[src/hw/rtl/aoptrk_pkg.sv]
`timescale 1ns / 1ps
// ----------------------------------------------------------------------------
// aoptrk_pkg: shared types and helpers for the operation phase tracker
// Command, phase and outcome codes, and the legal phase transition check.
// ----------------------------------------------------------------------------
package aoptrk_pkg;

   localparam int unsigned CMD_W     = 3;
   localparam int unsigned ID_W      = 32;
   localparam int unsigned PHASE_W   = 4;
   localparam int unsigned OUTCOME_W = 4;
   localparam int unsigned BYTE_W    = 8;
   localparam int unsigned GEN_W     = 32;
   localparam int unsigned VER_W     = 32;
   localparam int unsigned FLAGS_W   = 2;

   localparam logic [VER_W-1:0] VERSION_MAX = {VER_W{1'b1}};

   typedef enum logic [CMD_W-1:0] {
      CMD_QUEUE   = 3'd0,
      CMD_BEGIN   = 3'd1,
      CMD_PUBLISH = 3'd2,
      CMD_CANCEL  = 3'd3,
      CMD_FINISH  = 3'd4,
      CMD_RESET   = 3'd5
   } cmd_type;

   typedef enum logic [PHASE_W-1:0] {
      PH_IDLE        = 4'd0,
      PH_QUEUED      = 4'd1,
      PH_DISCOVERING = 4'd2,
      PH_WAIT_SEL    = 4'd3,
      PH_SECURE      = 4'd4,
      PH_RAM         = 4'd5,
      PH_PERSIST     = 4'd6,
      PH_MQTT        = 4'd7,
      PH_COMPLETED   = 4'd8,
      PH_CANCELLED   = 4'd9,
      PH_FAILED      = 4'd10
   } phase_type;

   typedef enum logic [OUTCOME_W-1:0] {
      OC_NONE        = 4'd0,
      OC_SUCCESS     = 4'd1,
      OC_BUSY        = 4'd2,
      OC_SELREQ      = 4'd3,
      OC_CANCELLED   = 4'd4,
      OC_INVALID     = 4'd5,
      OC_DISC_FAIL   = 4'd6,
      OC_PAIR_FAIL   = 4'd7,
      OC_PERSIST_FAIL = 4'd8,
      OC_MQTT_FAIL   = 4'd9
   } outcome_type;

   // Terminal phases: a new operation may be queued from these.
   function automatic logic is_terminal(input phase_type ph);
      return (ph == PH_COMPLETED) || (ph == PH_CANCELLED) ||
             (ph == PH_FAILED) || (ph == PH_WAIT_SEL);
   endfunction

   // Staying in the same phase is always legal.
   function automatic logic is_legal(input phase_type from_ph,
                                     input logic [PHASE_W-1:0] to_ph);
      logic [(1<<PHASE_W)-1:0] mask;
      unique case (from_ph)
         PH_IDLE:        mask = 16'(1) << PH_QUEUED;
         PH_QUEUED:      mask = (16'(1) << PH_DISCOVERING) | (16'(1) << PH_SECURE) |
                                (16'(1) << PH_CANCELLED) | (16'(1) << PH_FAILED);
         PH_DISCOVERING: mask = (16'(1) << PH_WAIT_SEL) | (16'(1) << PH_SECURE) |
                                (16'(1) << PH_CANCELLED) | (16'(1) << PH_FAILED);
         PH_WAIT_SEL:    mask = 16'(1) << PH_QUEUED;
         PH_SECURE:      mask = (16'(1) << PH_RAM) | (16'(1) << PH_CANCELLED) |
                                (16'(1) << PH_FAILED);
         PH_RAM:         mask = (16'(1) << PH_PERSIST) | (16'(1) << PH_COMPLETED) |
                                (16'(1) << PH_CANCELLED) | (16'(1) << PH_FAILED);
         PH_PERSIST:     mask = (16'(1) << PH_MQTT) | (16'(1) << PH_CANCELLED) |
                                (16'(1) << PH_FAILED);
         PH_MQTT:        mask = (16'(1) << PH_COMPLETED) | (16'(1) << PH_CANCELLED) |
                                (16'(1) << PH_FAILED);
         PH_COMPLETED:   mask = 16'(1) << PH_QUEUED;
         PH_CANCELLED:   mask = 16'(1) << PH_QUEUED;
         PH_FAILED:      mask = 16'(1) << PH_QUEUED;
         default:        mask = '0;
      endcase
      return (from_ph == to_ph) || mask[to_ph];
   endfunction

endpackage

[src/hw/rtl/async_operation_phase_tracker_core.sv]
`timescale 1ns / 1ps
// ----------------------------------------------------------------------------
// async_operation_phase_tracker_core: operation phase tracker
// Checks queue/begin/publish/cancel/finish/reset commands against the phase
// transition table and returns an accepted flag with the full status snapshot.
// ----------------------------------------------------------------------------
//
//  channel  | direction | words                       | handshake
//  ---------+-----------+-----------------------------+-----------------
//  req_*    | in        | one command word            | req_valid/ready
//  rsp_*    | out       | one status word per command | rsp_valid/ready
//
// The transition check and the state update sit between the state registers
// and themselves, and the state registers double as the result payload. One
// command word is accepted per cycle while req_ready is high.
// req_ready is high while the result slot is empty or being taken this cycle,
// so a stalled rsp side holds the state and stalls req by exactly that slot.
// Reset (synchronous, active high) clears all state and drops rsp_valid.
//
module async_operation_phase_tracker_core (
   input  logic                              clock,
   input  logic                              reset,

   input  logic                              req_valid,
   output logic                              req_ready,
   input  logic [aoptrk_pkg::CMD_W-1:0]      req_cmd,
   input  logic [aoptrk_pkg::ID_W-1:0]       req_op_id,
   input  logic [aoptrk_pkg::PHASE_W-1:0]    req_target_phase,
   input  logic [aoptrk_pkg::OUTCOME_W-1:0]  req_result_code,
   input  logic [aoptrk_pkg::BYTE_W-1:0]     req_client_status,
   input  logic [aoptrk_pkg::BYTE_W-1:0]     req_client_fault,
   input  logic [aoptrk_pkg::BYTE_W-1:0]     req_candidates_seen,
   input  logic [aoptrk_pkg::GEN_W-1:0]      req_cred_generation,
   input  logic                              req_needs_selection,
   input  logic                              req_creds_staged,

   output logic                              rsp_valid,
   input  logic                              rsp_ready,
   output logic                              rsp_accepted,
   output logic [aoptrk_pkg::ID_W-1:0]       rsp_cur_op_id,
   output logic [aoptrk_pkg::PHASE_W-1:0]    rsp_phase,
   output logic [aoptrk_pkg::OUTCOME_W-1:0]  rsp_outcome,
   output logic                              rsp_is_active,
   output logic                              rsp_cancel_pending,
   output logic [aoptrk_pkg::VER_W-1:0]      rsp_version,
   output logic [aoptrk_pkg::BYTE_W-1:0]     rsp_snap_client_status,
   output logic [aoptrk_pkg::BYTE_W-1:0]     rsp_snap_client_fault,
   output logic [aoptrk_pkg::BYTE_W-1:0]     rsp_snap_candidates,
   output logic [aoptrk_pkg::GEN_W-1:0]      rsp_snap_cred_generation,
   output logic [aoptrk_pkg::FLAGS_W-1:0]    rsp_snap_client_flags
);

   // Tracker state; these registers are also the result payload.
   logic                              rsp_valid_ff;
   logic                              accepted_ff,      accepted_in;
   logic [aoptrk_pkg::ID_W-1:0]       op_id_ff,         op_id_in;
   aoptrk_pkg::phase_type             phase_ff,         phase_in;
   aoptrk_pkg::outcome_type           outcome_ff,       outcome_in;
   logic                              active_ff,        active_in;
   logic                              cancel_ff,        cancel_in;
   logic [aoptrk_pkg::VER_W-1:0]      version_ff,       version_in;
   logic [aoptrk_pkg::BYTE_W-1:0]     client_status_ff, client_status_in;
   logic [aoptrk_pkg::BYTE_W-1:0]     client_fault_ff,  client_fault_in;
   logic [aoptrk_pkg::BYTE_W-1:0]     candidates_ff,    candidates_in;
   logic [aoptrk_pkg::GEN_W-1:0]      cred_gen_ff,      cred_gen_in;
   logic [aoptrk_pkg::FLAGS_W-1:0]    client_flags_ff,  client_flags_in;

   logic                              req_fire;
   logic                              latch_snap;
   logic [aoptrk_pkg::VER_W-1:0]      version_bumped;
   aoptrk_pkg::phase_type             finish_phase;
   logic                              finish_code_ok;

   assign req_ready = !rsp_valid_ff || rsp_ready;
   assign req_fire  = req_valid && req_ready;

   assign version_bumped = (version_ff == aoptrk_pkg::VERSION_MAX) ?
                           version_ff : version_ff + aoptrk_pkg::VER_W'(1);

   // Map the finish outcome to its terminal phase.
   always_comb begin
      finish_code_ok = 1'b1;
      finish_phase   = aoptrk_pkg::PH_FAILED;
      priority if (req_result_code == aoptrk_pkg::OC_SUCCESS) begin
         finish_phase = aoptrk_pkg::PH_COMPLETED;
      end else if (req_result_code == aoptrk_pkg::OC_CANCELLED) begin
         finish_phase = aoptrk_pkg::PH_CANCELLED;
      end else if (req_result_code == aoptrk_pkg::OC_SELREQ) begin
         finish_phase = aoptrk_pkg::PH_WAIT_SEL;
      end else if (req_result_code == aoptrk_pkg::OC_NONE ||
                   req_result_code == aoptrk_pkg::OC_BUSY ||
                   req_result_code > aoptrk_pkg::OC_MQTT_FAIL) begin
         finish_code_ok = 1'b0;
      end else begin
         finish_phase = aoptrk_pkg::PH_FAILED;
      end
   end

   // Command decode: start from the held state, apply the accepted command.
   always_comb begin
      accepted_in = 1'b0;
      latch_snap  = 1'b0;
      op_id_in    = op_id_ff;
      phase_in    = phase_ff;
      outcome_in  = outcome_ff;
      active_in   = active_ff;
      cancel_in   = cancel_ff;
      version_in  = version_ff;

      unique case (aoptrk_pkg::cmd_type'(req_cmd))
         aoptrk_pkg::CMD_QUEUE: begin
            if (req_op_id != '0 && !active_ff &&
                (aoptrk_pkg::is_terminal(phase_ff) || phase_ff == aoptrk_pkg::PH_IDLE) &&
                req_op_id > op_id_ff) begin
               accepted_in = 1'b1;
               latch_snap  = 1'b1;
               op_id_in    = req_op_id;
               phase_in    = aoptrk_pkg::PH_QUEUED;
               outcome_in  = aoptrk_pkg::OC_NONE;
               active_in   = 1'b1;
               cancel_in   = 1'b0;
               version_in  = version_bumped;
            end
         end
         aoptrk_pkg::CMD_BEGIN: begin
            // Queued to discovering is always in the table.
            if (active_ff && phase_ff == aoptrk_pkg::PH_QUEUED) begin
               accepted_in = 1'b1;
               latch_snap  = 1'b1;
               phase_in    = aoptrk_pkg::PH_DISCOVERING;
               version_in  = version_bumped;
            end
         end
         aoptrk_pkg::CMD_PUBLISH: begin
            // Targets past failed have no table bit and are rejected.
            if (active_ff && aoptrk_pkg::is_legal(phase_ff, req_target_phase)) begin
               accepted_in = 1'b1;
               latch_snap  = 1'b1;
               phase_in    = aoptrk_pkg::phase_type'(req_target_phase);
               version_in  = version_bumped;
            end
         end
         aoptrk_pkg::CMD_CANCEL: begin
            // Sticky flag; bump only on the first request.
            if (active_ff && !aoptrk_pkg::is_terminal(phase_ff)) begin
               accepted_in = 1'b1;
               cancel_in   = 1'b1;
               if (!cancel_ff) begin
                  version_in = version_bumped;
               end
            end
         end
         aoptrk_pkg::CMD_FINISH: begin
            if (active_ff && finish_code_ok &&
                aoptrk_pkg::is_legal(phase_ff, finish_phase)) begin
               accepted_in = 1'b1;
               latch_snap  = 1'b1;
               phase_in    = finish_phase;
               outcome_in  = aoptrk_pkg::outcome_type'(req_result_code);
               active_in   = 1'b0;
               version_in  = version_bumped;
            end
         end
         aoptrk_pkg::CMD_RESET: begin
            // Clear phase, outcome and flags, keep the id; version still advances.
            accepted_in = 1'b1;
            latch_snap  = 1'b1;
            phase_in    = aoptrk_pkg::PH_IDLE;
            outcome_in  = aoptrk_pkg::OC_NONE;
            active_in   = 1'b0;
            cancel_in   = 1'b0;
            version_in  = version_bumped;
         end
         default: begin
            accepted_in = 1'b0;
         end
      endcase
   end

   // Snapshot latch: take the client data on every accepted non-cancel word.
   always_comb begin
      client_status_in = client_status_ff;
      client_fault_in  = client_fault_ff;
      candidates_in    = candidates_ff;
      cred_gen_in      = cred_gen_ff;
      client_flags_in  = client_flags_ff;
      if (latch_snap) begin
         client_status_in = req_client_status;
         client_fault_in  = req_client_fault;
         candidates_in    = req_candidates_seen;
         cred_gen_in      = req_cred_generation;
         client_flags_in  = {req_creds_staged, req_needs_selection};
      end
   end

   always_ff @(posedge clock) begin
      if (reset) begin
         rsp_valid_ff     <= 1'b0;
         accepted_ff      <= 1'b0;
         op_id_ff         <= '0;
         phase_ff         <= aoptrk_pkg::PH_IDLE;
         outcome_ff       <= aoptrk_pkg::OC_NONE;
         active_ff        <= 1'b0;
         cancel_ff        <= 1'b0;
         version_ff       <= '0;
         client_status_ff <= '0;
         client_fault_ff  <= '0;
         candidates_ff    <= '0;
         cred_gen_ff      <= '0;
         client_flags_ff  <= '0;
      end else begin
         if (req_fire) begin
            rsp_valid_ff     <= 1'b1;
            accepted_ff      <= accepted_in;
            op_id_ff         <= op_id_in;
            phase_ff         <= phase_in;
            outcome_ff       <= outcome_in;
            active_ff        <= active_in;
            cancel_ff        <= cancel_in;
            version_ff       <= version_in;
            client_status_ff <= client_status_in;
            client_fault_ff  <= client_fault_in;
            candidates_ff    <= candidates_in;
            cred_gen_ff      <= cred_gen_in;
            client_flags_ff  <= client_flags_in;
         end else if (rsp_ready) begin
            // Drop the result word once taken.
            rsp_valid_ff <= 1'b0;
         end
      end
   end

   assign rsp_valid                = rsp_valid_ff;
   assign rsp_accepted             = accepted_ff;
   assign rsp_cur_op_id            = op_id_ff;
   assign rsp_phase                = phase_ff;
   assign rsp_outcome              = outcome_ff;
   assign rsp_is_active            = active_ff;
   assign rsp_cancel_pending       = cancel_ff;
   assign rsp_version              = version_ff;
   assign rsp_snap_client_status   = client_status_ff;
   assign rsp_snap_client_fault    = client_fault_ff;
   assign rsp_snap_candidates      = candidates_ff;
   assign rsp_snap_cred_generation = cred_gen_ff;
   assign rsp_snap_client_flags    = client_flags_ff;

   // Version never goes backward, reset command included.
   assert property (@(posedge clock) disable iff (reset)
      !reset |=> version_ff >= $past(version_ff))
      else $error("version counter went backward");

   // Operation ids never go backward.
   assert property (@(posedge clock) disable iff (reset)
      !reset |=> op_id_ff >= $past(op_id_ff))
      else $error("operation id went backward");

   // An active operation is never idle.
   assert property (@(posedge clock) disable iff (reset)
      active_ff |-> phase_ff != aoptrk_pkg::PH_IDLE)
      else $error("active flag set in idle phase");

   // Cancel leaves the client snapshot alone.
   assert property (@(posedge clock) disable iff (reset)
      req_fire && req_cmd == aoptrk_pkg::CMD_CANCEL |=>
         $stable(client_status_ff) && $stable(cred_gen_ff) && $stable(client_flags_ff))
      else $error("cancel changed the client snapshot");

endmodule

[config.mk]
export PLATFORM = sky130hd
export DESIGN_NAME = async_operation_phase_tracker_core
export DESIGN_NICKNAME = d
export VERILOG_FILES = /design/src/hw/rtl/aoptrk_pkg.sv /design/src/hw/rtl/async_operation_phase_tracker_core.sv
export SDC_FILE = /design/constraint.sdc
export NUM_CORES = 1
export LEC_CHECK = 0
export BUFFER_PORTS_ARGS = -buffer_cell sky130_fd_sc_hd__buf_4
export CAP_MARGIN = 15
export CORE_UTILIZATION = 35
export DETAILED_ROUTE_END_ITERATION = 6
export SYNTH_ARGS = -nofsm -noshare
export SYNTH_HDL_FRONTEND = slang
export SYNTH_SLANG_ARGS = --single-unit
[constraint.sdc]
create_clock -name clock -period 9.5 [get_ports clock]
set_input_delay 1.9 -clock clock [delete_from_list [all_inputs] [get_ports clock]]
set_output_delay 1.9 -clock clock [all_outputs]
set_load 0.02 [all_outputs]
After elaboration in Yosys (flattened, before gate mapping). Memory sizes are Yosys's and may differ from the RTL's. A register that Yosys moved wholly into a read port is not among the register bits. Cells that the tools add are included.

Add/subtract/negate cells: 1. $mul: 0. Div/mod/pow operators: 0. Order comparisons: 4. Equality and inequality tests: 23. Shift-type cells: 0. Mux-type cells: 48. Bitwise operators: 0. Reductions and logical operators: 36.

Operator list (number): $mux W32 (7); $pmux W32 S6 (1); $mux W4 (13); $add A32 B1 Y32 const B (1); $eq A32 B32 Y1 const B (1); $gt A32 B32 Y1 (1); $mux W16 (2); $reduce_bool A32 Y1 (1); $pmux W4 S5 (1); $mux W1 (17); $eq A4 B2 Y1 const B (3); $eq A4 B4 Y1 const B (3); $ne A2 B2 Y1 const B (6); $pmux W4 S3 (1); $lt A4 B5 Y1 const B (2); $logic_and A1 B1 Y1 (9); $logic_or A1 B1 Y1 (9); $bmux W1 S4 (2); $eq A4 B1 Y1 const B (2); $eq A4 B4 Y1 (2); $logic_not A4 Y1 (2); $reduce_and A4 Y1 (2); $reduce_and A8 Y1 (1); $eq A3 B2 Y1 const B (2); other kinds (16) (21).

Register bits: 134. Latch bits: 0. Memory bits (writable): 0. Bits in read-only memories: 320. Output and inout bits: 135. Word-level logic and storage cells: 127. Memories: 2.

Memory list: (name not given) (words 16, bits a word 10, read ports 1, clocked after memory_dff 1, write ports 0, line aoptrk_pkg.sv:65) `unique case (from_ph)`; (name not given) (words 16, bits a word 10, read ports 1, clocked after memory_dff 1, write ports 0, line aoptrk_pkg.sv:65).

Depth between registers and ports, before layout. Gate-level depths: netlist of the first run.

Depth in word-level cells: 13. Gate-level depth with buffers: 14. Depth with buffers taken out: 13.

Least setup slack after synthesis of the first run. OpenSTA, ideal clock, no wires.

Kind: in2reg. Start: in req_target_phase[0] in the netlist's numbering. End: reg (tool-made name). Library setup time: 124 ps. Arrival time: 4589 ps. Path slack: 4787 ps. Stages: 13. Cell sequence: clkbuf_1 mux4_2 nor2_1 nor3_1 a311oi_1 nor4_1 o21a_1 buf_2 buf_2 a211oi_1 ha_1 o21ba_2 a211oi_1.

RTL lines: from (decl) (line async_operation_phase_tracker_core.sv:28) `input logic [aoptrk_pkg::PHASE_W-1:0] req_target_phase,`.

==> impl_metrics.tcl, run 1 <==
set metrics [dict create \
    critPathRequiredTime_ps 9800 \
    fin_setup_tns_ps 0 \
    slew_violations 0 \
    start_util 0.357 \
    yosysTopAreaCellShare 0.410 \
    cp_max_fo 44 \
    p_clk_frac 0.451 \
    clk_pin_slew_ps 60 \
    r2r-start "rsp_phase[3]$_SDFFE_PP0N_" \
    grt_first_pass_wirelength_um 28100 \
    cts_sinks 143 \
    core_area_mm2 0.0195 \
    viasPerCell 4.84 \
    grt_overflow_total 0 \
    ys_seq_area_frac 0.410 \
    ys_seq_elements 143 \
    clk_latency_ps 410 \
    power.switching_w 0.000376 \
    worstMarginPinSlew_ps 1050 \
    portBuffers 239 \
    first_pass_iters 4 \
    min_to "rsp_accepted$_SDFFE_PP0P_" \
    htree_levels 4 \
    cts_buffer_depth 2 \
    cts_tree "built" \
    hp-start "rsp_accepted$_SDFFE_PP0P_" \
    final_antenna_net_count 0 \
    powerDensity_mw_per_mm2 154 \
    wl_per_cell_um 14.2 \
    reg2reg_slack_ps 4880 \
    fmax_mhz 177 \
    crit_path_start_kind "input pin" \
    synth_nets 917 \
    layout_setup_ws_ps 3850 \
    critical_path_class "input pin to flop" \
    antenna_found_initial 0 \
    rr_worst_depth 12 \
    slowest_stage "buf_4" \
    synth_common_cells "143 x dfxtp_1, 131 x nor2_1, 96 x mux2i_1" \
    post-route-util 0.489 \
    drt_iter0_drc 293 \
    hold_buffers 0 \
    period_minus_slack_ps 5650 \
    syn_to_final_growth_pct 36.8 \
    synth_warnings 0 \
    grt_max_degree 83 \
    seqPwrFrac 0.427 \
    switching_share 0.256 \
    layout-drive-gt1-share 0.292 \
    synthArstFlopShare 0 \
    synth_cell_types 65 \
    synth_area_mm2 0.00698 \
    setup_viol 0 \
    clock-skew-final_ps 9.57 \
    io_pins 240 \
    gp_congestion 0.860 \
    fin_cells 1276 \
    vias 6179 \
    die_y_um 143 \
    min_path_type "flop to flop" \
    intPower_w 0.00109 \
    drc 0 \
    final_nets 1140 \
    whs_path_depth 2 \
    die_width_um 143 \
    grt_usage 0.175 \
    power.leakage_nw 4.24 \
    avgSynthCellArea_um2 9.00 \
    place_ws_ps 3390 \
    synth_ff_type "dfxtp_1" \
    ys_top_cells_by_area "dfxtp_1 41%, mux2i_1 14%, nor2_1 7.0%, ha_1 6.5%, inv_1 2.8%" \
    slew_headroom 0.295 \
    synth_top_area_cell "dfxtp_1" \
    root_buffer "clkbuf_16" \
    fillers 1946 \
    slowest_delay_ps 640 \
    finalCritPeriodShare 0.595 \
    rsz0062_at_grt "false" \
    diodes 0 \
    irDropWorstVdd_mv 0.121 \
    synth_most_common_cell "dfxtp_1" \
    placementRows 51 \
    cts_setup_buffers 0 \
    end_kind "flop" \
    status "finished clean" \
    cts_buffers 17 \
    dp_cells 1244 \
    cp_cell_sequence "buf_4 -> ha_1 -> nand4_1 -> nor4_1 -> o21ai_0 -> a31oi_1 -> o21a_1 -> o21a_4 -> buf_4 -> nor2_1 -> a211oi_1 -> ha_1 -> o21ba_2 -> a211oi_1" \
    routed_wl_um 18200 \
    cap_violations 0 \
    die_area_mm2 0.0205 \
    grt_pass1_vias 5625 \
    cp_data_arrival_time_ps 5950 \
    dp_hpwl_um 13400 \
    combPwrFrac 0.122 \
    synth-edff-count 0 \
    hold_viol_final 0 \
    ctsResizeCount 0 \
    syn_inst 776 \
]
[per-stage QoR]
step | hold WS (ps) | instance area, um2 | total power, W
2_1_floorplan | 533 | 6980 | 0.000738
3_3_place_gp | 445 | 8960 | 0.000819
3_5_place_dp | 457 | 8960 | 0.000820
4_1_cts | 465 | 9540 | 0.00149
5_1_grt | 497 | 9550 | 0.00154
6_report | 462 | 9550 | 0.00147
[worst max-delay path, delay by kind of cell]
| kind | cells | cell delay [ps] |
|---|---|---|
| compound gates | 7 | 1870 |
| fa+ha+maj | 2 | 650 |
| buf+inv | 2 | 760 |
| simple gates | 3 | 750 |
[logic make-up after synthesis]
group,Yosys count,share of synthesized area
and+or+nand+nor,283,0.197
adders and majority gates,36,0.0645
AOI/OAI and AO/OA,105,0.105
buffers and inverters,91,0.0529
DFF,143,0.410
muxes,104,0.152
xor gates and xnor gates,14,0.0176
[cell type report]
class | count | area [um2] | area share
Tap cell | 265 | 332 | 0.0347
Multi-Input combinational cell | 542 | 3760 | 0.394
Inverter | 53 | 199 | 0.0208
Sequential cell | 143 | 2860 | 0.300
Clock buffer | 17 | 425 | 0.0445
Timing Repair Buffer | 242 | 1810 | 0.190
Clock inverter | 14 | 158 | 0.0165
[how the worst max path moves through the flow]
stage | start | end
floorplan | req_target_phase[0] | flop
global placement | req_op_id[11] | flop
detailed placement | req_op_id[30] | flop
CTS | req_op_id[30] | flop
global route | req_op_id[30] | flop
finish | req_op_id[11] | flop
[metal layers]
layer,track usage,vias up,part of all wire
li1,-,3181,-
met2,0.284,168,0.46
met3,0.0469,17,0.062
met5,0,-,0
met4,0.0605,0,0.015
met1,0.224,2813,0.46
[cell usage in the layout (no fill, tap or decap), types with 20 or more instances in the layout]
cell type / instances
buf_4: 241
mux2i_1: 96
ha_1: 36
dfxtp_1: 143
a21oi_1: 28
o21ai_0: 20
nand2_1: 37
nor2_1: 131
inv_1: 52
[state kept, by name (all words and copies together), names as in the netlist, named ones only]
name	cells
rsp_accepted	1
rsp_cancel_pending	1
rsp_cur_op_id	32
rsp_is_active	1
rsp_outcome	4
rsp_phase	4
rsp_snap_candidates	8
rsp_snap_client_fault	8
rsp_snap_client_flags	2
rsp_snap_client_status	8
rsp_snap_cred_generation	32
rsp_valid	1
rsp_version	32
[power by group through the flow]
stage / Clock [W] / Sequential, W / Combinational (W)
after floorplan: 0 / 0.000654 / 0.0000837
after global placement: 0 / 0.000640 / 0.000179
after detailed placement: 0 / 0.000640 / 0.000180
after CTS: 0.000683 / 0.000627 / 0.000181
after global routing: 0.000712 / 0.000629 / 0.000196
final: 0.000661 / 0.000627 / 0.000179
Power figures use the tool's default switching activity.
==> run 2: changes to the inputs <==
==> constraint.sdc (replaced) <==
create_clock -name clock -period 5.52 [get_ports clock]
set_input_delay 1.104 -clock clock [delete_from_list [all_inputs] [get_ports clock]]
set_output_delay 1.104 -clock clock [all_outputs]
set_load 0.02 [all_outputs]
==> impl_metrics.tcl, run 2 (same netlist as run 1, synthesis figures left out) <==
set metrics [dict create \
    io_pins 240 \
    critPathRequiredTime_ps 5820 \
    status "finished clean" \
    root_buffer "clkbuf_16" \
    grt_pass1_vias 5913 \
    syn_to_final_growth_pct 37.2 \
    min_to "rsp_accepted$_SDFFE_PP0P_" \
    cts_buffers 17 \
    final_common_cell "buf_4" \
    portBuffers 239 \
    cts_setup_buffers 0 \
    slew_violations 0 \
    worstMarginPinSlew_ps 1040 \
    reg2reg_slack_ps 1470 \
    post-route-util 0.491 \
    htree_levels 4 \
    slew_headroom 0.302 \
    irDropWorstVdd_mv 0.222 \
    crit_path_start_kind "input pin" \
    powerDensity_mw_per_mm2 270 \
    layout-drive-gt1-share 0.292 \
    clock-skew-final_ps 12.3 \
    diodes 0 \
    min_path_type "flop to flop" \
    cap_violations 0 \
    gp_congestion 0.856 \
    critical_path_class "input pin to flop" \
    cts_sinks 143 \
    vias 6275 \
    ctsResizeCount 0 \
    clk_pin_slew_ps 70 \
    routed_wl_um 18300 \
    hold_buffers 0 \
    grt_max_degree 78 \
    power.leakage_nw 4.25 \
    mostFrequentLayoutCells "242 x buf_4, 143 x dfxtp_1, 131 x nor2_1" \
    period_minus_slack_ps 4180 \
    hold_viol_final 0 \
    dp_hpwl_um 13400 \
    slowest_delay_ps 520 \
    cts_tree "built" \
    final_nets 1140 \
    cp_max_fo 24 \
    fmax_mhz 239 \
    slowest_stage "nor4_1" \
    first_pass_iters 4 \
    final_area_mm2 0.00958 \
    cts_buffer_depth 2 \
    rr_worst_depth 11 \
    final_antenna_net_count 0 \
    finalPower_w 0.00259 \
    die_area_mm2 0.0205 \
    setup_viol 0 \
    cp_data_arrival_time_ps 4480 \
    die_width_um 143 \
    use_met1 0.228 \
    drt_iter0_drc 240 \
    core_area_mm2 0.0195 \
    top_usage_layer "met2" \
    cp_cell_sequence "buf_4 -> ha_1 -> nand4_1 -> nor4_1 -> a22oi_1 -> o211ai_1 -> o21a_1 -> o21a_4 -> nor2_1 -> a211oi_1 -> ha_1 -> o21ba_2 -> a211oi_1" \
    place_ws_ps 860 \
    met2_usage 0.290 \
    start_util 0.357 \
    finalCritPeriodShare 0.756 \
    die_y_um 143 \
    r2r-start "rsp_phase[3]$_SDFFE_PP0N_" \
    clk_latency_ps 430 \
    place_area_mm2 0.00897 \
    grt_usage 0.178 \
    whs_path_depth 2 \
    antenna_found_initial 0 \
    hp-start "rsp_accepted$_SDFFE_PP0P_" \
    met3_usage 0.0436 \
    viasPerCell 4.91 \
    grt_overflow_total 0 \
    layout_setup_ws_ps 1340 \
    wl_per_cell_um 14.3 \
    placementRows 51 \
    grt_first_pass_wirelength_um 28900 \
    rsz0062_at_grt "false" \
    fin_setup_tns_ps 0 \
    end_kind "flop" \
    drc 0 \
]
## run 2: through the flow
step / hold WS, ps / cells
after global routing: 486 / 1277
final: 469 / 1277
after global placement: 444 / 1245
after floorplan: 533 / 776
after CTS: 470 / 1277
after detailed placement: 460 / 1245
## run 2: cell type report
class,count,area (um2)
tap,265,332
timing repair buffer,242,1820
sequential,143,2860
clock buffer,18,439
clock inverter,14,171
inverter,53,199
fill,1959,9950
multi-input combinational,542,3760
## run 2: critical path, delay by kind of cell
family,cells,cell delay (ps)
compound gates,7,1750
simple gates,3,830
fa+ha+maj,2,670
buf+inv,1,120
## run 2: worst max-delay path by stage
stage | start | endpoint | slack [ps]
3_5_place_dp | req_op_id[30] | flop | 860
2_1_floorplan | req_target_phase[0] | flop | 1600
3_3_place_gp | req_op_id[30] | flop | 900
4_1_cts | req_op_id[30] | flop | 1300
6_report | req_op_id[30] | flop | 1340
5_1_grt | req_op_id[30] | flop | 1110
## run 2: routing by layer
metal  routed length, um  vias to the layer above
met4                 244                        0
met3                1080                       19
met2                8440                      164
li1                    -                     3186
met5                   0                        -
met1                8510                     2906
## run 2: where the power goes
| group | switching (W) | internal (W) |
|---|---|---|
| combinational | 0.000163 | 0.000147 |
| clock | 0.000502 | 0.000697 |
| sequential | 0.0000185 | 0.00106 |
| total | 0.000683 | 0.00190 |
